[config.mk]
export PLATFORM = sky130hd
export DESIGN_NAME = tvdsp_queue
export DESIGN_NICKNAME = d
export VERILOG_FILES = /design/src/design/tvdsp_pkg.sv /design/src/design/tvdsp_queue.sv
export SDC_FILE = /design/constraint.sdc
export NUM_CORES = 1
export LEC_CHECK = 0
export CORE_MARGIN = 4
export CORE_UTILIZATION = 50
export CTS_BUF_LIST = sky130_fd_sc_hd__clkbuf_4
export CTS_CLUSTER_SIZE = 30
export DETAILED_ROUTE_END_ITERATION = 7
export DONT_BUFFER_PORTS = 1
export SLEW_MARGIN = 40
export SYNTH_ARGS = -nofsm -noshare
export SYNTH_HDL_FRONTEND = slang
export SYNTH_SLANG_ARGS = --single-unit
export TNS_END_PERCENT = 1
[constraint.sdc]
create_clock -name i_clk -period 3.4 [get_ports i_clk]
set_input_delay 0 -clock i_clk [delete_from_list [all_inputs] [get_ports i_clk]]
set_output_delay 0 -clock i_clk [all_outputs]
set_load 0.01 [all_outputs]
[src/design/tvdsp_pkg.sv]
// tvdsp_pkg: shared constants, types and codes of the two-voice drum sample player
// no dependencies; imported by every module of the block
`default_nettype none

package tvdsp_pkg;

    // sample store geometry
    localparam int NUM_SLOTS  = 7;
    localparam int SLOT_DEPTH = 32768;
    localparam int MEM_DEPTH  = NUM_SLOTS * SLOT_DEPTH;
    localparam int MEM_AW     = $clog2(MEM_DEPTH);
    localparam int SLOT_IDX_W = (NUM_SLOTS > 1) ? $clog2(NUM_SLOTS) : 1;
    localparam int STEP_W     = $clog2(SLOT_DEPTH + 1);
    localparam int LEN_W      = STEP_W;

    // slot code carried per voice, all ones means no slot
    localparam logic [2:0] NO_SLOT = 3'd7;

    // configuration registers
    localparam int NUM_CENTERS = 7;
    localparam int CFG_IDX_W   = 3;
    localparam int CFG_DATA_W  = 15;
    localparam logic [CFG_IDX_W-1:0] REG_CENTER0   = 3'd0;
    localparam logic [CFG_IDX_W-1:0] REG_CENTER6   = 3'd6;
    localparam logic [CFG_IDX_W-1:0] REG_TOLERANCE = 3'd7;
    localparam logic signed [14:0] CENTER_RESET [NUM_CENTERS] =
        '{15'sd80, 15'sd170, 15'sd250, 15'sd330, 15'sd420, 15'sd500, 15'sd580};
    localparam logic [9:0] TOL_RESET = 10'd20;

    // input command codes
    localparam logic [1:0] CMD_TICK   = 2'd0;
    localparam logic [1:0] CMD_WRITE  = 2'd1;
    localparam logic [1:0] CMD_LENGTH = 2'd2;

    // queue between front and back
    localparam int QUEUE_DEPTH = 4;
    localparam int QPTR_W      = $clog2(QUEUE_DEPTH);
    localparam int QCNT_W      = $clog2(QUEUE_DEPTH + 1);

    typedef enum logic [1:0] {
        OP_TICK,
        OP_WRITE,
        OP_LENGTH
    } t_op;

    typedef struct packed {
        t_op                   op;
        logic [1:0][2:0]       voice_slot;
        logic [2:0]            load_slot;
        logic [14:0]           load_addr;
        logic [15:0]           load_data;
        logic [LEN_W-1:0]      length;
    } t_entry;

    typedef struct packed {
        logic   valid;
        t_entry entry;
    } t_push;

    typedef struct packed {
        logic empty;
        logic full;
    } t_q_stat;

endpackage

`default_nettype wire

[src/design/tvdsp_queue.sv]
// tvdsp_queue: short register queue of classified items between front and back
// depends on tvdsp_pkg
`default_nettype none

module tvdsp_queue
    import tvdsp_pkg::*;
(
    input  wire logic    i_clk,
    input  wire logic    i_rst_n,
    input  wire t_push   i_push,
    input  wire logic    i_pop,
    output t_entry       o_head,
    output t_q_stat      o_stat
);

    t_entry             r_slots [QUEUE_DEPTH];
    logic [QPTR_W-1:0]  r_wr_ptr;
    logic [QPTR_W-1:0]  r_rd_ptr;
    logic [QCNT_W-1:0]  r_count;

    logic do_push;
    logic do_pop;

    assign do_push = i_push.valid && (r_count != QCNT_W'(QUEUE_DEPTH));
    assign do_pop  = i_pop && (r_count != '0);

    always_ff @(posedge i_clk) begin
        if (!i_rst_n) begin
            r_wr_ptr <= '0;
            r_rd_ptr <= '0;
            r_count  <= '0;
        end else begin
            if (do_push) begin
                r_wr_ptr <= (r_wr_ptr == QPTR_W'(QUEUE_DEPTH - 1)) ? '0 : r_wr_ptr + 1'b1;
            end
            if (do_pop) begin
                r_rd_ptr <= (r_rd_ptr == QPTR_W'(QUEUE_DEPTH - 1)) ? '0 : r_rd_ptr + 1'b1;
            end
            if (do_push && !do_pop) begin
                r_count <= r_count + 1'b1;
            end else if (do_pop && !do_push) begin
                r_count <= r_count - 1'b1;
            end
        end
    end

    always_ff @(posedge i_clk) begin
        if (do_push) begin
            r_slots[r_wr_ptr] <= i_push.entry;
        end
    end

    assign o_head       = r_slots[r_rd_ptr];
    assign o_stat.empty = (r_count == '0);
    assign o_stat.full  = (r_count == QCNT_W'(QUEUE_DEPTH));

endmodule

`default_nettype wire

# Word-level counts from Yosys, hierarchy flattened
# Memories as Yosys holds them, arrays and structs flattened. A register that Yosys moved wholly into a read port is not among the register bits.
# Cells that the tools add are included.
# op_classes
order_cmp	0
addsub	4
div	0
n_mux	8
shift	0
n_reduce_logical	9
eq_ne	4
bitwise_logic	0
n_mul	0
# op_table
operator	n
$mux 2	4
$mux 3	2
$add 2x1->2 const B	2
$eq 2x2->1 const B	2
$logic_and 1x1->1	4
$add 3x1->3 const B	1
$eq 3x3->1 const B	1
$logic_not 3->1	1
$ne 3x3->1 const B	1
$reduce_bool 3->1	1
$sub 3x1->3 const B	1
$logic_not 1->1	2
$mux 1	2
$reduce_bool 2->1	1
# totals
latch_bits	0
out_inout_bits	60
inputBits	62
mem_bits_rw	232
mem_count	1
rom_bits	0
word_cells	29
register_bits	7
# mem_list
name	words	word_bits	rd	rd_ports_with_merged_regs	wr	line	rtl
r_slots	4	58	1	1	1	tvdsp_queue.sv:16	t_entry r_slots [QUEUE_DEPTH];

# Logic depth before layout (Yosys ltp)
# Gate-level depths: netlist of the first run.
# logic_depth
ltp_word	6
ltp_mapped	9
depth_no_buf	8

# Worst setup path before layout of the first run
# OpenSTA, ideal clock, no wires.
# synth_timing
path_kind	flip-flop to flip-flop
start	register r_count[0]
end	memory r_slots[1][0] in the netlist's numbering (enable)
path_slack_ps	694
setup_time_ps	422
arrival_time_ps	2284
stages_incl_launch_ff	5
n_path_buf	1
synth_period_minus_slack_ps	2706
required_ps	2978
cell_sequence	dfxtp_1 > nor3b_1 > nor2b_1 > clkbuf_1 > and2_1
# synth_via
elab_chain_cells	4
# synth_lines
item	line	rtl
start, declared	tvdsp_queue.sv:19	logic [QCNT_W-1:0] r_count;
start signal, assigned	tvdsp_queue.sv:40	r_count <= r_count + 1'b1;
start signal, assigned	tvdsp_queue.sv:42	r_count <= r_count - 1'b1;
$ne 3x3->1	tvdsp_queue.sv:24	assign do_push = i_push.valid && (r_count != QCNT_W'(QUEUE_DEPTH));
$logic_and 1x1->1	tvdsp_queue.sv:24	
net do_push	tvdsp_queue.sv:21	logic do_push;
$mux 1	tvdsp_queue.sv:48	if (do_push) begin
$mux 1 (implied by the code)	tvdsp_queue.sv:49	r_slots[r_wr_ptr] <= i_push.entry;
end, declared	tvdsp_queue.sv:16	
# The timed path passes the listed nets, and every way through them passes these cells.

# Worst setup path in the final report of the first run
# layout_timing
start	register r_count[2]
end	register r_count[1]
# layout_via
elab_chain_cells	5
elab_cells_between_ends	10
cone_classes	1 x eq/ne; 1 x mux; 8 x reduce/logical
# layout_lines
item	line
$ne 3x3->1 / $reduce_bool 3->1 (equally long branches)	tvdsp_queue.sv:24, tvdsp_queue.sv:25
$logic_and 1x1->1 (on tied branches)	tvdsp_queue.sv:24, tvdsp_queue.sv:25
$logic_not 1->1 (on tied branches)	tvdsp_queue.sv:41, tvdsp_queue.sv:39
$logic_and 1x1->1 (on tied branches)	tvdsp_queue.sv:41, tvdsp_queue.sv:39
$reduce_bool 2->1 (no line) / $mux 3 (equally long branches)	n/a
# Several ways; a longest one is shown, not always the timed one.
# A chain may end at the register's enable or synchronous reset.

==> out/qor.csv, run 1 <==
metric,value,unit
clockBufferDepth,3,
fin_cells,765,
ir_drop,0.329,mV
cp.arrival,3.26,ns
initial_core_util,51.1,%
die_y,141,um
clkTransAtPathRegs,0.06,ns
fin_ws,0.681,ns
dp_hpwl,8860,um
synth.area.mux_share,15.1,%
syn_nets,423,
relSlewSlack,47.0,%
netlist_area,8870,um^2
crit_fanout,7,
worstPathRequired,3.94,ns
cap_violations,0,
final_nets,567,
cts_made_buffers,61,
yosys.area_share.xor_xnor,0.198,%
fp.dieW,141,um
final_layout_size_suffix_gt1_share,31.7,%
finalClockSkew,0.0194,ns
syn_inst,354,
setup_viol,0,
grt_setup_unrepaired,false,
min_period,2.72,ns
wl_per_cell,20.8,um
grt_usage,16.4,%
grt_max_degree,59,
gp_congestion,0.696,
outcome,completed,
ys_types,26,
numClockSinks,241,
ys_seq_area_share,80.6,%
cp-start-kind,register,
hp-class,in -> reg,
dieArea,19900,um^2
cts-root-buf,clkbuf_4,
path_class,reg -> reg,
ios,122,
cts_tree,built,
firstDrtPassIters,4,
via_per_inst,5.34,
synthAdderAreaFrac,1.07,%
rows,48,
port-buffer-count,0,
leakagePower,3.53,nW
fin_tns_setup,0,ns
avgSynthCellArea,25.0,um^2
wirelength,15900,um
drc_errors,0,
clk_latency,0.65,ns
htreeDepth,2,
synth_top_family_by_area,multiplexers,
worst_pin_slew,0.796,ns
period_share,80.0,%
ant_nets,0,
finalHoldViolCount,0,
grt_pass1_wl,24900,um
synth_compound_area_share,0.339,%
post-place-ws,0.919,ns
yosysWarningCount,0,
hold_ws,0.0735,ns
cts-resized-gates,0,
synth_simple_gate_area_share,1.16,%
max_freq,0.368,GHz
core_area,17400,um^2
vias,4088,
antenna_found_initial,1,
placed_cells,571,
power_density,698,nW/um^2
grt_pass1_vias,4451,
grt.overflow.total,0,
end_kind,register,
maxSlewViolCount,0,
syn2layout_area_growth,21.9,%
drt_iter0_drc,214,
ys_seq_elements,241,
[what timing repair did]
action	CTS	global route
endpoints found under the hold margin	241	8
hold buffers	86	3
buffers inserted	0	0
[metrics by stage]
step,utilization [%],instance area [um^2],power (mW)
after global routing,62.3,10800,7.99
after global placement,52.8,9160,5.22
final,62.3,10800,7.55
after CTS,62.1,10800,7.70
after floorplan,-,8870,4.95
after detailed placement,52.8,9160,5.25
[final timing paths]
check                                 endpoint   startpoint  depth (start not counted)  slack [ns]
worst min-delay path            r_slots[1][23]   i_push[23]                          1        0.07
worst min register to register     r_wr_ptr[1]  r_wr_ptr[1]                          2        0.51
worst max-delay path                r_count[1]   r_count[2]                          8        0.68
worst max register to register      r_count[1]   r_count[2]                          8        0.68
[worst max-delay path, stage by stage (launching register included)]
cell,delay (ns)
dfxtp_1,0.38
nor3b_1,0.45
nor2b_1,0.25
ha_1,0.30
inv_1,0.08
fa_1,0.41
mux2i_1,0.14
nor2b_1,0.07
dlygate4sd3_1,0.55
[cells in the mapped netlist, drive strengths merged]
library cell	number	area (um^2)
a21boi	1	7.51
and2	5	31.3
buf	13	120
clkbuf	2	7.51
dfxtp	9	180
edfxtp	232	6970
fa	1	20.0
ha	6	75.1
inv	3	11.3
mux2i	3	30.0
mux4	58	1310
nand2	6	22.5
nand3	2	10.0
nor2	2	7.51
nor2b	2	12.5
nor3	1	5.00
nor3b	1	7.51
o21ai	3	15.0
o31ai	1	7.51
or3	1	6.26
xnor2	1	8.76
xor2	1	8.76
[layout by cell type (no fill, tap or decap), types with 2 or more instances in the layout]
cell / count
clkinv_1: 4
mux2i_1: 3
nor2_1: 2
and2_2: 4
nor2b_1: 2
mux4_2: 58
dlygate4sd3_1: 89
nand3_1: 2
buf_12: 6
inv_2: 2
dfxtp_1: 7
edfxtp_1: 232
clkbuf_4: 97
nand2_1: 6
o21ai_0: 3
ha_1: 6
inv_1: 3
[logic make-up after synthesis]
family                   after synthesis
flip-flops                           241
AND/OR/NAND/NOR                       20
buffers and inverters                 18
XOR/XNOR                               2
adder cells (fa/ha/maj)                7
AO/OA/AOI/OAI                          5
multiplexers                          61
[cell type report]
type                       instances  area, um^2
fill                            1233        6550
timing repair buffer              96        1020
antenna                            1        2.50
sequential                       241        7150
multi-input combinational         95        1590
tap                              225         282
clock buffer                      97         728
clock inverter                     7        30.0
inverter                           3        11.3
[registers in the layout, indices dropped and copies added, names as in the netlist, named ones only]
name / flops
r_wr_ptr: 2
r_rd_ptr: 2
r_slots: 232
r_count: 3
[where the power goes]
part / internal [mW] / total, mW / switching (mW) / leakage [nW]
registers: 3.62 / 3.81 / 0.194 / 2.20
logic: 0.681 / 1.43 / 0.748 / 0.872
clock network: 1.27 / 2.30 / 1.03 / 0.461
[layer usage]
metal  up-vias  part of all wire [%]  wire (um)  GRT usage [%]
met1      2110                    40       6360           20.2
met3        27                   7.2       1140           6.61
met4         0                   1.7        273           5.86
li1       1824                     -          -              -
met5         -                     0          0              0
met2       127                    51       8130           26.7
(Power assumes the default switching activity.)
==> run 2: changes to the inputs <==
--- a/config.mk
+++ b/config.mk
@@ -5,12 +5,14 @@
 export SDC_FILE = /design/constraint.sdc
 export NUM_CORES = 1
 export LEC_CHECK = 0
+export ABC_AREA = 1
 export CORE_MARGIN = 4
 export CORE_UTILIZATION = 50
 export CTS_BUF_LIST = sky130_fd_sc_hd__clkbuf_4
 export CTS_CLUSTER_SIZE = 30
 export DETAILED_ROUTE_END_ITERATION = 7
 export DONT_BUFFER_PORTS = 1
+export PLACE_DENSITY = 0.68
 export SLEW_MARGIN = 40
 export SYNTH_ARGS = -nofsm -noshare
 export SYNTH_HDL_FRONTEND = slang
==> constraint.sdc (replaced) <==
create_clock -name i_clk -period 2.4 [get_ports i_clk]
set_input_delay 0 -clock i_clk [delete_from_list [all_inputs] [get_ports i_clk]]
set_output_delay 0 -clock i_clk [all_outputs]
set_load 0.01 [all_outputs]
==> run 2 against run 1 <==
Register-to-register slack worse by 0.50 ns. Clock power is 34% higher. Synthesized cell count is 79% higher. First-iteration DRC count rose by 18%. Design area shrank 0.96%. Cell count increased by 31%. Highest routed layer unchanged. Fmax rose by 23%. Combinational power grew 92%. Core utilization fell by 2.9 points. Via count rose by 34%. Clock skew rose by 0.0023 ns. Critical path type unchanged.
==> out/qor.csv, run 2 <==
metric,value,unit
outcome,completed,
synth.top_cell.area_share,76.0,%
ctsHoldBuffers,63,
power.switching,3.63,mW
crit_cells,7,
fin_cells,1003,
synthFlopType,edfxtp_1,
vias,5477,
finalClockSkew,0.0217,ns
power_density,1040,nW/um^2
max_stage_delay,0.55,ns
synthTopCellsByArea,"edfxtp_1 (76%), o21ai_0 (6.1%), nor2_1 (5.0%)",
ios,122,
fin_ws,0.184,ns
yosysWarningCount,0,
fin_tns_setup,0,ns
clk_latency,0.64,ns
path_class,reg -> reg,
cts-root-buf,clkbuf_4,
htreeDepth,2,
synth_common_cells,"edfxtp_1 (232), nor2_1 (123), o21ai_0 (112)",
finalHoldViolCount,0,
ant_nets,0,
worstPathRequired,2.94,ns
numClockSinks,241,
final_nets,799,
period_share,92.3,%
ys_types,27,
cp_num_buf_inv,3,
relSlewSlack,55.8,%
port-buffer-count,0,
hp-class,in -> reg,
worst_pin_slew,0.663,ns
crit_fanout,4,
critical-path-top-delay-family,buffers and inverters,
cts-resized-gates,0,
core_area,18000,um^2
r2r_end,r_wr_ptr[1],
switching_share,32.7,%
reg2reg_depth,7,
grt_pass1_wl,29800,um
crit_start,r_wr_ptr[0],
internal-power,7.47,mW
seq_power_share,47.4,%
leakagePower,3.65,nW
initial_core_util,50.9,%
pwr-share-comb,24.8,%
grt_max_degree,117,
top_regs,"r_slots x232, r_count x3",
wirelength,19200,um
final_cell_mix,"edfxtp_1 (232), nor2_1 (119), o21ai_0 (112)",
path_cells,"inv_1, ha_1, nand3b_1, nand2_1, dlygate4sd3_1, nor2_1, dlygate4sd3_1",
max_freq,0.451,GHz
clockBufferDepth,3,
final_layout_size_suffix_gt1_share,15.5,%
dieArea,20600,um^2
gp_congestion,0.717,
largest_register_ffs,232,
placed_cells,837,
synth_edf_count,232,
post-place-ws,0.573,ns
firstDrtPassIters,4,
netlist_area,9170,um^2
syn_inst,633,
avgSynthCellArea,14.5,um^2
rr_startpoint,r_wr_ptr[0],
cts_setup_buffers,0,
cpMostUsedCell,dlygate4sd3_1,
syn_nets,702,
hold_ws,0.0687,ns
cp_slowest_cell,dlygate4sd3_1,
final_common_cell,edfxtp_1,
grt_setup_unrepaired,false,
rows,49,
placed_cell_area,9370,um^2
syn2layout_area_growth,16.8,%
cts_made_buffers,57,
fin_area,10700,um^2
cts_tree,built,
via_per_inst,5.46,
cap_violations,0,
ys_seq_area_share,77.9,%
grt_pass1_vias,5651,
end_kind,register,
r2r_slack,0.18,ns
drc_errors,0,
min_period,2.22,ns
ys_seq_elements,241,
antenna_found_initial,2,
maxSlewViolCount,0,
ir_drop,0.573,mV
async_flop_share,0,%
setup_viol,0,
drt_iter0_drc,252,
yosys.area.top_type,edfxtp_1,
die_y,143,um
grt_usage,18.6,%
endpoint,r_wr_ptr[1],
largest_register,r_slots,
clkTransAtPathRegs,0.08,ns
cp-start-kind,register,
cp.arrival,2.75,ns
yosysMostFrequentCell,edfxtp_1,
grt.overflow.total,0,
clock_power_share,27.9,%
dp_hpwl,10400,um
fp.dieW,143,um
wl_per_cell,19.1,um
## run 2: cell count changes in the layout (fill, tap and decap cells not counted), moves of 14 or more
cell | previous run | this run
mux4_2 | 58 | 0
o22ai_1 | 0 | 56
o21ai_0 | 3 | 112
nor2_1 | 2 | 119
inv_1 | 3 | 17
dlygate4sd3_1 | 89 | 63
## run 2: logic make-up (layout without fill, tap and decap cells)
group           after synthesis  after routing  synth area share [%]
buf+inv                      56            195                  3.83
fa+ha+maj                     7              7                  1.04
simple gates                151            151                  6.54
other cells                   0              2                     0
flops                       241            241                  77.9
compound gates              178            178                  10.6
## run 2: area by class of cell
type | instances | area, um^2
timing repair buffer | 75 | 783
clock buffer | 85 | 638
tap | 229 | 287
antenna | 2 | 5.00
clock inverter | 16 | 62.6
inverter | 19 | 78.8
multi-input combinational | 336 | 1700
sequential | 241 | 7150
fill | 1427 | 7320
## run 2: stage by stage
step,utilization [%],total power [mW]
finish,59.4,11.1
global route,59.4,11.8
CTS,59.4,11.3
detailed placement,52.0,8.02
global placement,52.0,7.90
floorplan,-,7.38
## run 2: layer usage
metal | vias to the layer above | global-route usage [%] | routed length (um)
li1 | 2596 | - | -
met4 | 0 | 6.49 | 301
met1 | 2687 | 22.8 | 7890
met3 | 22 | 7.02 | 1510
met5 | - | 0 | 0
met2 | 172 | 30.5 | 9450
## run 2: how the worst min path moves through the flow
stage	startpoint	end	slack (ns)	cells past startpoint
floorplan	i_push[0]	r_slots[0][0]	0.1	0
global route	i_push[52]	r_slots[0][52]	0.0009	1
global placement	i_push[57]	r_slots[3][57]	0.1	0
CTS	i_push[7]	r_slots[3][7]	0.002	1
detailed placement	i_push[57]	r_slots[0][57]	0.1	0
finish	i_push[7]	r_slots[3][7]	0.07	1
## run 2: worst reg2reg max path: cells and delay by family, from the launching register on
kind                       cells  cell delay (ns)
DFF                            1             0.39
and+or+nand+nor                3             0.25
buffers and inverters          3             1.18
adders and majority gates      1             0.29
## run 2: power by group through the flow
stage               combinational, mW  clock [mW]  sequential, mW
floorplan                        2.06           0            5.33
global placement                 2.58           0            5.33
detailed placement               2.67           0            5.35
CTS                              2.81        3.20            5.26
global route                     3.07        3.45            5.29
finish                           2.75        3.09            5.26
