### src/design/tvdsp_pkg.sv
// tvdsp_pkg: shared constants, types and codes of the two-voice drum sample player
// no dependencies; imported by every module of the block
`default_nettype none

package tvdsp_pkg;

    // sample store geometry
    localparam int NUM_SLOTS  = 7;
    localparam int SLOT_DEPTH = 32768;
    localparam int MEM_DEPTH  = NUM_SLOTS * SLOT_DEPTH;
    localparam int MEM_AW     = $clog2(MEM_DEPTH);
    localparam int SLOT_IDX_W = (NUM_SLOTS > 1) ? $clog2(NUM_SLOTS) : 1;
    localparam int STEP_W     = $clog2(SLOT_DEPTH + 1);
    localparam int LEN_W      = STEP_W;

    // slot code carried per voice, all ones means no slot
    localparam logic [2:0] NO_SLOT = 3'd7;

    // configuration registers
    localparam int NUM_CENTERS = 7;
    localparam int CFG_IDX_W   = 3;
    localparam int CFG_DATA_W  = 15;
    localparam logic [CFG_IDX_W-1:0] REG_CENTER0   = 3'd0;
    localparam logic [CFG_IDX_W-1:0] REG_CENTER6   = 3'd6;
    localparam logic [CFG_IDX_W-1:0] REG_TOLERANCE = 3'd7;
    localparam logic signed [14:0] CENTER_RESET [NUM_CENTERS] =
        '{15'sd80, 15'sd170, 15'sd250, 15'sd330, 15'sd420, 15'sd500, 15'sd580};
    localparam logic [9:0] TOL_RESET = 10'd20;

    // input command codes
    localparam logic [1:0] CMD_TICK   = 2'd0;
    localparam logic [1:0] CMD_WRITE  = 2'd1;
    localparam logic [1:0] CMD_LENGTH = 2'd2;

    // queue between front and back
    localparam int QUEUE_DEPTH = 4;
    localparam int QPTR_W      = $clog2(QUEUE_DEPTH);
    localparam int QCNT_W      = $clog2(QUEUE_DEPTH + 1);

    typedef enum logic [1:0] {
        OP_TICK,
        OP_WRITE,
        OP_LENGTH
    } t_op;

    typedef struct packed {
        t_op                   op;
        logic [1:0][2:0]       voice_slot;
        logic [2:0]            load_slot;
        logic [14:0]           load_addr;
        logic [15:0]           load_data;
        logic [LEN_W-1:0]      length;
    } t_entry;

    typedef struct packed {
        logic   valid;
        t_entry entry;
    } t_push;

    typedef struct packed {
        logic empty;
        logic full;
    } t_q_stat;

endpackage

`default_nettype wire

### src/design/tvdsp_in_if.sv
// tvdsp_in_if: input channel of the drum sample player, valid/ready plus command fields
// no dependencies
`default_nettype none

interface tvdsp_in_if;
    logic               valid;
    logic               ready;
    logic [1:0]         command;
    logic signed [14:0] note1_mv;
    logic signed [14:0] note2_mv;
    logic [2:0]         load_slot;
    logic [14:0]        load_addr;
    logic signed [15:0] load_data;
    logic [15:0]        slot_length;

    modport source (
        output valid, command, note1_mv, note2_mv, load_slot, load_addr, load_data,
               slot_length,
        input  ready
    );
    modport sink (
        input  valid, command, note1_mv, note2_mv, load_slot, load_addr, load_data,
               slot_length,
        output ready
    );
endinterface

`default_nettype wire

### src/design/tvdsp_front.sv
// tvdsp_front: config registers, window match per voice, command filtering
// depends on tvdsp_pkg and tvdsp_in_if
`default_nettype none

module tvdsp_front
    import tvdsp_pkg::*;
(
    input  wire logic                  i_clk,
    input  wire logic                  i_rst_n,
    input  wire logic                  i_cfg_we,
    input  wire logic [CFG_IDX_W-1:0]  i_cfg_index,
    input  wire logic [CFG_DATA_W-1:0] i_cfg_data,
    tvdsp_in_if.sink                   i_in,
    input  wire t_q_stat               i_q_stat,
    output t_push                      o_push
);

    logic signed [14:0] r_center [NUM_CENTERS];
    logic [9:0]         r_tol;

    logic       accept;
    logic       keep;
    logic       slot_ok;
    logic       addr_ok;
    t_entry     entry;

    always_ff @(posedge i_clk) begin
        if (!i_rst_n) begin
            for (int i = 0; i < NUM_CENTERS; i++) begin
                r_center[i] <= CENTER_RESET[i];
            end
            r_tol <= TOL_RESET;
        end else if (i_cfg_we) begin
            if (i_cfg_index inside {[REG_CENTER0:REG_CENTER6]}) begin
                r_center[i_cfg_index] <= i_cfg_data;
            end else if (i_cfg_index == REG_TOLERANCE) begin
                r_tol <= i_cfg_data[9:0];
            end
        end
    end

    // lowest matching slot wins, so scan from the top down
    function automatic logic [2:0] match_slot(input logic signed [14:0] mv);
        logic signed [16:0] v;
        logic signed [16:0] tol;
        logic signed [16:0] lo;
        logic signed [16:0] hi;
        logic [2:0]         res;
        v   = 17'(mv);
        tol = $signed({7'b0, r_tol});
        res = NO_SLOT;
        for (int i = NUM_SLOTS - 1; i >= 0; i--) begin
            lo = 17'(r_center[i]) - tol;
            hi = 17'(r_center[i]) + tol;
            if (lo <= v && v <= hi) begin
                res = 3'(i);
            end
        end
        return res;
    endfunction

    assign i_in.ready = !i_q_stat.full;
    assign accept     = i_in.valid && i_in.ready;

    always_comb begin
        slot_ok = 32'(i_in.load_slot) < NUM_SLOTS;
        addr_ok = 32'(i_in.load_addr) < SLOT_DEPTH;

        entry.voice_slot[0] = match_slot(i_in.note1_mv);
        entry.voice_slot[1] = match_slot(i_in.note2_mv);
        entry.load_slot     = i_in.load_slot;
        entry.load_addr     = i_in.load_addr;
        entry.load_data     = i_in.load_data;
        // lengths beyond the slot are clamped to the slot depth
        if (32'(i_in.slot_length) > SLOT_DEPTH) begin
            entry.length = LEN_W'(SLOT_DEPTH);
        end else begin
            entry.length = LEN_W'(i_in.slot_length);
        end

        case (i_in.command)
            CMD_TICK: begin
                entry.op = OP_TICK;
                keep     = 1'b1;
            end
            CMD_WRITE: begin
                entry.op = OP_WRITE;
                keep     = slot_ok && addr_ok;
            end
            CMD_LENGTH: begin
                entry.op = OP_LENGTH;
                keep     = slot_ok;
            end
            default: begin
                entry.op = OP_TICK;
                keep     = 1'b0;
            end
        endcase

        o_push.valid = accept && keep;
        o_push.entry = entry;
    end

endmodule

`default_nettype wire

### src/flat_wrapper.sv
// flat-port wrapper written by rule: the top's interface ports become plain ports
module tvdsp_front_flat import tvdsp_pkg::*;
  (i_clk, i_rst_n, i_cfg_we, i_cfg_index, i_cfg_data, i_q_stat, o_push, i_in_valid, i_in_command, i_in_note1_mv, i_in_note2_mv, i_in_load_slot, i_in_load_addr, i_in_load_data, i_in_slot_length, i_in_ready);
  tvdsp_in_if i_in_i ();
  input  wire logic i_clk;
  input  wire logic i_rst_n;
  input  wire logic i_cfg_we;
  input  wire logic [CFG_IDX_W-1:0] i_cfg_index;
  input  wire logic [CFG_DATA_W-1:0] i_cfg_data;
  input  wire t_q_stat i_q_stat;
  output t_push o_push;
  input wire logic [$bits(i_in_i.valid)-1:0] i_in_valid;
  input wire logic [$bits(i_in_i.command)-1:0] i_in_command;
  input wire logic [$bits(i_in_i.note1_mv)-1:0] i_in_note1_mv;
  input wire logic [$bits(i_in_i.note2_mv)-1:0] i_in_note2_mv;
  input wire logic [$bits(i_in_i.load_slot)-1:0] i_in_load_slot;
  input wire logic [$bits(i_in_i.load_addr)-1:0] i_in_load_addr;
  input wire logic [$bits(i_in_i.load_data)-1:0] i_in_load_data;
  input wire logic [$bits(i_in_i.slot_length)-1:0] i_in_slot_length;
  output wire logic [$bits(i_in_i.ready)-1:0] i_in_ready;
  assign i_in_i.valid = i_in_valid;
  assign i_in_i.command = i_in_command;
  assign i_in_i.note1_mv = i_in_note1_mv;
  assign i_in_i.note2_mv = i_in_note2_mv;
  assign i_in_i.load_slot = i_in_load_slot;
  assign i_in_i.load_addr = i_in_load_addr;
  assign i_in_i.load_data = i_in_load_data;
  assign i_in_i.slot_length = i_in_slot_length;
  assign i_in_ready = i_in_i.ready;
  tvdsp_front u_core (.i_clk(i_clk), .i_rst_n(i_rst_n), .i_cfg_we(i_cfg_we), .i_cfg_index(i_cfg_index), .i_cfg_data(i_cfg_data), .i_in(i_in_i), .i_q_stat(i_q_stat), .o_push(o_push));
endmodule
### config.mk
export PLATFORM = sky130hd
export DESIGN_NAME = tvdsp_front_flat
export DESIGN_NICKNAME = d
export VERILOG_FILES = /design/src/design/tvdsp_pkg.sv /design/src/design/tvdsp_in_if.sv /design/src/design/tvdsp_front.sv /design/src/flat_wrapper.sv
export SDC_FILE = /design/constraint.sdc
export NUM_CORES = 1
export LEC_CHECK = 0
export ABC_AREA = 1
export BUFFER_PORTS_ARGS = -buffer_cell sky130_fd_sc_hd__buf_2
export CORE_UTILIZATION = 30
export CTS_CLUSTER_DIAMETER = 100
export DETAILED_ROUTE_END_ITERATION = 6
export PLACE_DENSITY = 0.46
export SYNTH_ARGS = -nofsm -noshare
export SYNTH_HDL_FRONTEND = slang
export SYNTH_SLANG_ARGS = --single-unit
### constraint.sdc
create_clock -name i_clk -period 4.7 [get_ports i_clk]
set_input_delay 0.47 -clock i_clk [delete_from_list [all_inputs] [get_ports i_clk]]
set_output_delay 0.47 -clock i_clk [all_outputs]
set_load 0.005 [all_outputs]
Yosys cells after proc, flatten, opt, wreduce, memory -nomap -nowiden:

Memory sizes are Yosys's and may differ from the RTL's.
Cells that the tools add are included.
Widths: inputs -> output; s select.

* bits in registers: 10
* RAM bits: 105
* bits of input ports: 106
* output and inout port bits: 60
* memories: 1

Memories
* u_core.r_center: words 7, width 15, rd ports 7, clocked after memory_dff 0, write ports 7, RTL line tvdsp_front.sv:18 `logic signed [14:0] r_center [NUM_CENTERS];`

* add/sub/neg operators: 14
* magnitude comparators: 32
* equality and inequality tests: 3
* mux-type cells: 25
* bitwise gates (word level): 1
* reduce and logical (&&, ||, !) cells: 22

Operators by type and width (count)
* $le 15x16->1: 14
* $le 16x15->1: 14
* $add 15x11->16: 7
* $sub 15x11->16: 7
* $mux 3: 9
* $logic_and 1x1->1: 17
* $gt 16x16->1 const B: 1
* $mux 16: 1
* $mux 15: 1
* $reduce_or 15->1: 1
* $mux 1: 8
* $mux 2: 4
* $pmux 2 s2: 1
* $eq 3x3->1 const B: 1
* $ge 3x1->1 const B: 1
* $le 3x3->1 const B: 1
* $lt 3x3->1 const B: 1
* $reduce_and 3->1: 1
* $eq 2x1->1 const B: 1
* $eq 2x2->1 const B: 1
* $logic_not 2->1: 1
* $pmux 1 s2: 1
* $reduce_or 2->1: 1
* $logic_not 1->1: 1
* $not 1->1: 1

Logic depth before layout (Yosys ltp):

Gate-level depths: netlist (run 1).
An unclocked memory read counts as a cell.

* depth in word-level cells: 11
* gate-level depth with buffers: 33
* depth with buffers taken out: 33

Worst setup path after synthesis (run 1):

Ideal clock, no wire load.

* kind: register -> output
* start: reg u_core.r_tol[1]
* end: out o_push[51] (netlist name)
* arrival: 4613 ps
* setup slack: -383 ps
* cell stages (with the launch flop): 23
* cells stage by stage: dfxtp_1 > inv_1 > fa_1 > a21oi_1 > o21bai_1 > a21oi_1 > o21bai_1 > a21oi_1 > nor2_1 > nor2_1 > o31ai_1 > nor3_1 > nand3_1 > xor2_1 > ha_1 > nand2_1 > or4_1 > o21ai_0 > xnor2_1 > o31ai_1 > nand2_1 > nand2_1 > nor2_1

RTL lines
* from (decl): RTL line tvdsp_front.sv:19 `logic [9:0] r_tol;`
* from (signal assigned): RTL line tvdsp_front.sv:37 `r_tol <= i_cfg_data[9:0];`
* to (decl): RTL line flat_wrapper.sv:11 `output t_push o_push;`

==> metrics, run 1 <==
total congestion overflow=0; Antenna Nets Post-Route=0; hold path cells=3; root buffer cell=clkbuf_16; Most used DFF post-synth=edfxtp_1; Die Area=73,100 µm²; drt first-iter violations=around 1,100; Max VDD drop=202 µV; Buf+Inv Stages, Crit Path=6; pin count of the biggest net entering global routing=30; Power Total=approximately 6.5 mW; Vias=22,600; number of I/O pins=166; setup TNS=-4.06 ns; synthesized area=around 22,000 µm²; Mapped Nets=~3,500; Max Root-Sink Buffers=2; TritonCTS clock tree=built; Min-Delay Path Class=input pin to register; Async S/R FF share, synth=0%; Final period util=118%; register area=3210 µm²; H-tree lvl count=4; RSZ-0062 raised after global routing=true; CP Max Fanout=5; relative slew slack=between 20% and 30%; effective utilization at floorplan=30.3%; worst setup path category=register to primary output; drt drc=0; I/O Buffers=102; Mean Syn Cell Area=approximately 7.6 µm²; clk_skew=0 ns; first-pass GRT wire length=138,000 µm; crit path launch type=register; via-per-instance ratio=5.11; Critical Path AT=a little over 5 ns; Synth-to-Final Area Change=36.7%; Die H=about 270 µm; Clock transition at path regs=around 0.06 ns; Worst-Margin Slew=1.07 ns; Placer Congestion=approximately 0.95; Crit-path slowest cell=dfxtp_4; cts-stage hold buffer count=0; Seq cells post-synth=115; layout cell share with drive strength beyond 1=a little under a third; Ys Warns=0; Mapped Cells=~2,800; R2R depth=4; vias in the first global route=~23,000; Nets=4,160; DP HPWL=~80,000 µm; Multi-input gate area=~18,000 µm²; Num Clock Sinks=between 100 and 150; Tot GR Track Use=25.4%; minimum clock period=around 5.5 ns; family with the most delay on the worst path=compound AO/OA/AOI/OAI gates; Clk Latency, worst-skew pair=approximately 0.45 ns; Static Leak=roughly 15 nW; Max Freq=between 150 and 200 MHz; Slew Viols, Final=0; Stages on worst setup path=27; slowest stage delay, CP=roughly 0.38 ns; drt pass-1 iters=5; outcome=complete, but fails checks; final wirelength=94,700 µm; Setup WS post-layout=-0.835 ns; number of synthesized flops with an enable pin=90; die width=270 µm; Pwr Density=220 nW/µm²; Seq/Total Area, Yosys=14.8%; crit end category=primary output; failing checks=setup timing; Required @ worst endpoint=around 4.2 ns; Layout fillers=approximately 7,300; Distinct cells, synth=57; Fin. Hold Viols=0; wire length per cell=21.4 µm; Final Core Density=approximately two fifths; # Max-Cap Violations=0; antenna violations before repair=0; Core ar.=around 71,000 µm²; Site Rows=98; final number of setup-violating endpoints=6; CTS buffer count=17
==> kinds of logic (layout without fill, tap and decap cells) <==
kind of cell               count (synthesis)  after routing  synth area share, %
AOI/OAI and AO/OA                        569            569                 16.3
xor gates and xnor gates                 166            166                 6.73
adders and majority gates                598            598                 35.1
buffers and inverters                    487           1123                 9.15
DFF                                      115            115                 14.8
other                                      0              1                    0
and+or+nand+nor                          898            898                 17.9
==> area by class of cell <==
| class | instances | area share (%) |
|---|---|---|
| diodes | 1 | 0.00847 |
| inverters | 431 | 5.51 |
| multi-input cells | 2231 | 61.4 |
| clock buffers | 18 | 1.45 |
| well taps | 950 | 4.02 |
| repair buffers | 660 | 16.2 |
| flip-flops and latches | 115 | 10.9 |
| clock inverters | 14 | 0.512 |
==> cell usage after synthesis (all sizes together) (6+ instances only) <==
cell type | number | area [µm²]
buf | 43 | 312
a221oi | 16 | 140
nand2 | 420 | 1600
fa | 14 | 280
a31oi | 18 | 125
nand4 | 61 | 382
o31ai | 20 | 180
dfxtp | 25 | 500
o221ai | 17 | 149
xnor2 | 18 | 158
nor2 | 238 | 911
nor3 | 38 | 190
o21ai | 94 | 478
xor2 | 148 | 1300
edfxtp | 90 | 2700
nand3b | 6 | 45.0
a21oi | 268 | 1380
o211ai | 19 | 143
o2111ai | 7 | 61.3
a211oi | 24 | 180
o21bai | 43 | 338
clkbuf | 13 | 48.8
nand3 | 107 | 546
o21a | 17 | 128
inv | 430 | 1610
ha | 584 | 7310
nor4 | 13 | 93.8
==> state kept, by name, indices dropped and copies added, names as in the netlist <==
register         count
u_core.r_tol        10
u_core.r_center    105
==> worst reg2reg max path: cells and delay by family (launching register included) <==
| family | cells | cell delay (ns) |
|---|---|---|
| buf+inv | 2 | 0.27 |
| flops | 1 | 0.38 |
| compound gates | 2 | 0.19 |
==> per-layer routing <==
layer / track usage (%) / part of all wire (%)
met1: 30.1 / 42
met4: 12.4 / 5.5
met2: 45.5 / 49
met3: 2.36 / 3.8
met5: 0 / 0
==> layout by cell type (no fill, tap or decap), types with 90 or more instances in the layout <==
cell / instances
buf_2: 102
inv_1: 404
ha_1: 552
nand2_1: 379
nor2_1: 215
a21oi_1: 199
nand3_1: 96
edfxtp_1: 90
buf_4: 542
xor2_1: 126
==> path summary, 6_finish.rpt <==
kind                    startpoint                     to  slack (ns)
max                u_core.r_tol[0]             o_push[50]       -0.83
min                  i_cfg_data[7]  u_core.r_center[6][7]        0.33
max reg2reg        u_core.r_tol[0]        u_core.r_tol[0]        3.73
min reg2reg  u_core.r_center[6][6]  u_core.r_center[6][6]        0.53
==> per-stage QoR <==
step / instance area (µm²) / instances / hold slack [ns] / setup WS [ns]
2_1_floorplan: 21600 / 2833 / 0.481 / 0.0236
3_3_place_gp: 26800 / 4336 / 0.507 / -1.11
3_5_place_dp: 26800 / 4336 / 0.520 / -1.12
4_1_cts: 28700 / 4399 / 0.316 / -0.778
5_1_grt: 29500 / 4419 / 0.336 / -0.989
6_report: 29500 / 4420 / 0.329 / -0.835
==> timing repair <==
action	4_1_cts	5_1_grt
pin swaps	120	133
buffers inserted	34	24
endpoints found under the setup margin	6	6
resized for setup	231	153
==> where the power goes <==
| group | switching [mW] | internal (mW) |
|---|---|---|
| Clock | 0.566 | 0.784 |
| Combinational | 2.24 | 1.68 |
| Sequential | 0.0647 | 1.16 |
| Total | 2.87 | 3.62 |
Power figures use the tool's default switching activity.
==> run 2, diff against run 1 <==
--- a/config.mk
+++ b/config.mk
@@ -11,6 +11,7 @@
 export CTS_CLUSTER_DIAMETER = 100
 export DETAILED_ROUTE_END_ITERATION = 6
 export PLACE_DENSITY = 0.46
+export RECOVER_POWER = 100
 export SYNTH_ARGS = -nofsm -noshare
 export SYNTH_HDL_FRONTEND = slang
 export SYNTH_SLANG_ARGS = --single-unit
==> metrics, run 2 (same netlist as run 1, synthesis figures left out) <==
Worst R2R Start=u_core.r_tol[0]; worst setup path category=register to primary output; Placer Congestion=0.948 (unchanged); Nets=4,160 (unchanged); R2R depth=4 (unchanged); outcome=complete, but fails checks; Core ar.=71,400 µm² (unchanged); Hold Path End=u_core.r_center[6][7]; Worst-Margin Slew=2.01 ns (+0.937 ns); first-pass GRT wire length=138,000 µm (unchanged); Die H=270 µm (unchanged); Multi-input gate area=18,100 µm² (about the same); placed cell count=4,336 (unchanged); Fin. Hold Viols=0 (unchanged); Critical Path AT=5.05 ns (about the same); Slew Viols, Final=30 (+30); total congestion overflow=0 (unchanged); Antenna Nets Post-Route=0 (unchanged); vias in the first global route=23,200 (unchanged); Vias=22,600 (-0.18%); CTS buffer count=17 (unchanged); Min-Delay Path Class=input pin to register; cts-stage hold buffer count=0 (unchanged); Die Area=73,100 µm² (unchanged); Tot GR Track Use=25.4% (unchanged); relative slew slack=-34.1% (-62 points); Max Freq=181 MHz (+0.22%); RSZ-0062 raised after global routing=true; drt first-iter violations=1,140 (+3.8%); Largest register FFs=105 (unchanged); minimum clock period=5.52 ns (-0.0120 ns); drt drc=0 (unchanged); TritonCTS clock tree=built; hold path cells=3 (unchanged); Setup WS post-layout=-0.823 ns (+0.0120 ns); final number of setup-violating endpoints=6 (unchanged); register area=3210 µm² (unchanged); root buffer cell=clkbuf_16; effective utilization at floorplan=30.3% (unchanged); largest reg by FF count=u_core.r_center; I/O Buffers=102 (unchanged); Min-Delay Startpoint=i_cfg_data[7]; Clk Latency, worst-skew pair=0.45 ns (about the same); most common library cell in the layout ignoring fill and taps=ha_1; wire length per cell=21.4 µm (about the same); Required @ worst endpoint=4.23 ns (about the same); final instance area=29,500 µm² (-0.21%); post-route insts no fill=4,420 (unchanged); commonest non-fill, non-tap cells in the layout=ha_1, buf_4, inv_1, nand2_1, nor2_1; DP HPWL=78,700 µm (unchanged); Clock transition at path regs=0.06 ns (about the same); antenna violations before repair=0 (unchanged); Synth-to-Final Area Change=36.4%; Setup crit start=u_core.r_tol[0]; CP Max Fanout=5 (unchanged); die width=270 µm (unchanged); Post-DP Area=26,800 µm² (unchanged); final wirelength=94,700 µm (about the same); crit end category=primary output; pin count of the biggest net entering global routing=30 (unchanged); Max VDD drop=203 µV (+0.22%); via-per-instance ratio=5.11 (-0.18%); Pwr Density=220 nW/µm² (about the same); failing checks=capacitance limit, slew limit, setup timing; Final period util=118% (-0.26 points); r2r setup slk=3.71 ns (-0.02 ns); Max Root-Sink Buffers=2 (unchanged); Final Core Density=41.3% (-0.088 points); clk_skew=0 ns (unchanged); H-tree lvl count=4 (unchanged); Site Rows=98 (unchanged); Num Clock Sinks=115 (unchanged); Layout fillers=7,281 (+0.29%); Worst R2R End=u_core.r_tol[0]; layout cell share with drive strength beyond 1=29.5% (-0.72 points); # Max-Cap Violations=1 (+1); top flop regs=u_core.r_center (105), u_core.r_tol (10); crit path launch type=register; Static Leak=14.8 nW (-0.60%); drt pass-1 iters=5 (unchanged); number of I/O pins=166 (unchanged)
## run 2: routing by layer
metal / up-vias / track usage, % / wire length, µm
met5: - / 0 / 0
met4: 0 / 12.4 / 5220
met3: 174 / 2.36 / 3890
met2: 574 / 45.5 / 46100
met1: 10800 / 30.1 / 39500
li1: 11000 / - / -
## run 2: metrics by stage
stage	total power, mW	TNS (ns)	worst slack, ns	hold slack, ns
after CTS	6.35	-4.30	-0.778	0.316
after global placement	4.69	-5.42	-1.11	0.507
after floorplan	3.22	0	0.0236	0.481
final	6.48	-4.04	-0.823	0.329
after global routing	6.95	-5.49	-0.989	0.337
after detailed placement	4.78	-5.49	-1.12	0.520
## run 2: what timing repair did
action | in CTS | in global routing
buffers inserted | 34 | 24
endpoints found under the setup margin | 6 | 6
pin swaps | 120 | 133
resized for setup | 231 | 153
## run 2: worst max-delay path by stage
| stage | end | slack, ns | depth (start not counted) |
|---|---|---|---|
| 6_report | o_push[50] | -0.82 | 27 |
| 5_1_grt | o_push[50] | -0.99 | 29 |
| 4_1_cts | o_push[50] | -0.78 | 29 |
| 3_5_place_dp | o_push[50] | -1.12 | 27 |
| 3_3_place_gp | o_push[50] | -1.11 | 28 |
| 2_1_floorplan | o_push[51] | 0.02 | 22 |
## run 2: critical path, stage by stage, from the launching register on
cell and delay [ns]:
dfxtp_4 0.37, buf_4 0.14, buf_4 0.13, ha_4 0.15, fa_2 0.37, o31ai_4 0.29, a21oi_2 0.11, o21ai_2 0.18
a21oi_2 0.09, o21bai_2 0.19, nand2_1 0.07, nand2_1 0.09, a21oi_2 0.06, nand2_1 0.09, nor2_2 0.05, nand3_2 0.08
xor2_2 0.07, buf_4 0.15, ha_4 0.25, nand4_1 0.15, nor3_2 0.22, buf_4 0.19, nand4_1 0.28, o21ai_2 0.33
o21ai_4 0.13, buf_6 0.14, a21oi_2 0.11, buf_2 0.12
## run 2: area by class of cell
| type | count | area share (%) |
|---|---|---|
| clock inverters | 14 | 0.513 |
| diodes | 1 | 0.00849 |
| clock buffers | 18 | 1.46 |
| flip-flops and latches | 115 | 10.9 |
| multi-input cells | 2231 | 61.5 |
| well taps | 950 | 4.03 |
| repair buffers | 660 | 16.0 |
| inverters | 431 | 5.53 |
## run 2: where the power goes
group | total (mW) | internal (mW) | switching, mW
combinational | 3.91 | 1.68 | 2.23
clock | 1.35 | 0.784 | 0.565
sequential | 1.22 | 1.16 | 0.0645
total | 6.48 | 3.62 | 2.86
==> run 3, diff against run 2 <==
--- a/config.mk
+++ b/config.mk
@@ -10,7 +10,7 @@
 export CORE_UTILIZATION = 30
 export CTS_CLUSTER_DIAMETER = 100
 export DETAILED_ROUTE_END_ITERATION = 6
-export PLACE_DENSITY = 0.46
+export GPL_TIMING_DRIVEN = 1
 export RECOVER_POWER = 100
 export SYNTH_ARGS = -nofsm -noshare
 export SYNTH_HDL_FRONTEND = slang
==> metrics, run 3 (same netlist as run 1, synthesis figures left out) <==
outcome=complete, but fails checks; failing checks=setup timing; Multi-input gate area=17,700 µm² (-2.4%); final wirelength=83,400 µm (-12%); Max VDD drop=281 µV (+39%); CP Max Fanout=5 (unchanged); diode count=0 (-1); I/O Buffers=102 (unchanged); Final period util=114% (-3.3 points); number of I/O pins=166 (unchanged); layout cell share with drive strength beyond 1=26.7% (-2.8 points); top flop regs=u_core.r_center (105), u_core.r_tol (10); Slew Viols, Final=0 (-100%); Tot GR Track Use=22.1% (-3.3 points); Placer Congestion=0.946 (-0.24%); RSZ-0062 raised after global routing=true; Worst R2R Start=u_core.r_tol[1]; first-pass GRT wire length=122,000 µm (-11%); Worst R2R End=u_core.r_tol[1]; Clock transition at path regs=0.06 ns (about the same); Largest register FFs=105 (unchanged); Die H=270 µm (unchanged); Setup WS post-layout=-0.667 ns (+0.156 ns); Static Leak=14.5 nW (-2.2%); Worst-Margin Slew=1.13 ns (-0.879 ns); Critical Path AT=4.90 ns (-0.15 ns); Fin Hold WS=0.293 ns (-0.0361 ns); drt drc=0 (unchanged); largest reg by FF count=u_core.r_center; commonest non-fill, non-tap cells in the layout=ha_1, buf_4, inv_1, nand2_1, a21oi_1; vias in the first global route=21,300 (-8.1%); Min-Delay Startpoint=i_cfg_data[7]; Required @ worst endpoint=4.23 ns (about the same); cts-stage hold buffer count=0 (unchanged); relative slew slack=24.4% (+59 points); die width=270 µm (unchanged); Fin. Hold Viols=0 (unchanged); TritonCTS clock tree=built; register area=3210 µm² (about the same); total congestion overflow=0 (unchanged); most common library cell in the layout ignoring fill and taps=ha_1; minimum clock period=5.37 ns (-0.156 ns); R2R depth=5 (+1); wire length per cell=19.1 µm (-11%); Antenna Nets Post-Route=0 (unchanged); Vias=21,900 (-2.8%); effective utilization at floorplan=30.3% (unchanged); antenna violations before repair=0 (unchanged); Power Total=6.23 mW (-3.9%); Min-Delay Path Class=input pin to register; DP HPWL=67,600 µm (-14%); final number of setup-violating endpoints=6 (unchanged); crit end category=primary output; # Max-Cap Violations=0 (-1); Nets=4,118 (-1.0%); slowest stage delay, CP=0.41 ns (+0.04 ns); Die Area=73,100 µm² (unchanged); Num Clock Sinks=115 (unchanged); via-per-instance ratio=5.01 (-1.8%); crit path launch type=register; drt first-iter violations=1,373 (+20%); pin count of the biggest net entering global routing=30 (unchanged); r2r setup slk=3.40 ns (-0.31 ns); Site Rows=98 (unchanged); Layout fillers=7,256 (-0.34%); Synth-to-Final Area Change=33.0%; Setup crit start=u_core.r_tol[0]; Crit-path slowest cell=fa_2; CTS buffer count=17 (unchanged); Hold Path End=u_core.r_center[6][7]; Core ar.=71,400 µm² (unchanged); clk_skew=0 ns (unchanged); worst setup path category=register to primary output; drt pass-1 iters=6 (+1); Max Root-Sink Buffers=2 (unchanged); H-tree lvl count=4 (unchanged); hold path cells=3 (unchanged); Pwr Density=217 nW/µm² (-1.4%); Clk Latency, worst-skew pair=0.46 ns (about the same); root buffer cell=clkbuf_16; Max Freq=186 MHz (+2.9%)
-- run 3: changes by cell type in the layout (fill, tap and decap cells not counted), sizes merged --
cell,change
diode,-1
buf,-40
clkinvlp,+2
bufinv,-1
clkbuf,-3
-- run 3: how the worst max path moves through the flow --
stage                 end  slack [ns]  cells past startpoint
6_report       o_push[50]       -0.67                     30
5_1_grt        o_push[53]       -0.90                     27
4_1_cts        o_push[54]       -0.64                     32
3_5_place_dp   o_push[51]       -0.50                     27
3_3_place_gp   o_push[53]       -0.57                     30
2_1_floorplan  o_push[51]        0.02                     22
-- run 3: per-layer routing --
metal	track usage, %	share of wire (%)	wire length, µm
met1	27.8	44	36400
met2	38.1	47	39500
met3	2.74	5.2	4350
met4	8.27	3.8	3150
met5	0	0	0
-- run 3: cell type report --
cell class,instances,share of cell area [%]
Clock buffer,17,1.48
Clock inverter,15,0.466
Inverter,431,5.65
Multi-Input combinational cell,2231,61.6
Sequential cell,115,11.2
Tap cell,950,4.13
Timing Repair Buffer,618,15.5
-- run 3: stage by stage --
stage          instances  utilization, %  setup TNS [ns]  area (µm²)  setup slack [ns]
5_1_grt             4377            40.3           -5.22       28700            -0.904
3_3_place_gp        4287            37.1           -2.59       26500            -0.567
4_1_cts             4356            39.0           -3.77       27900            -0.637
2_1_floorplan       2833               -               0       21600            0.0236
6_report            4377            40.3           -3.69       28700            -0.667
3_5_place_dp        4287            37.1           -2.65       26500            -0.500
-- run 3: what timing repair did --
item	CTS	global route
setup buffers	37	21
hold endpoints to repair	0	0
gates cloned	0	1
resized for setup	121	163
pin swaps	60	123
setup endpoints to repair	6	6
-- run 3: worst max-delay path, delay by kind of cell (launching register included) --
| kind | cells | cell delay [ns] |
|---|---|---|
| AO/OA/AOI/OAI | 9 | 1.34 |
| XOR/XNOR | 1 | 0.23 |
| adder cells (fa/ha/maj) | 3 | 0.74 |
| buffers and inverters | 6 | 0.75 |
| flip-flops | 1 | 0.39 |
| AND/OR/NAND/NOR | 11 | 0.99 |
-- run 3: power breakdown --
group          internal (mW)  switching (mW)  total (mW)
clock                  0.728           0.570        1.30
sequential              1.16          0.0541        1.21
combinational           1.62            2.10        3.72
total                   3.50            2.73        6.23
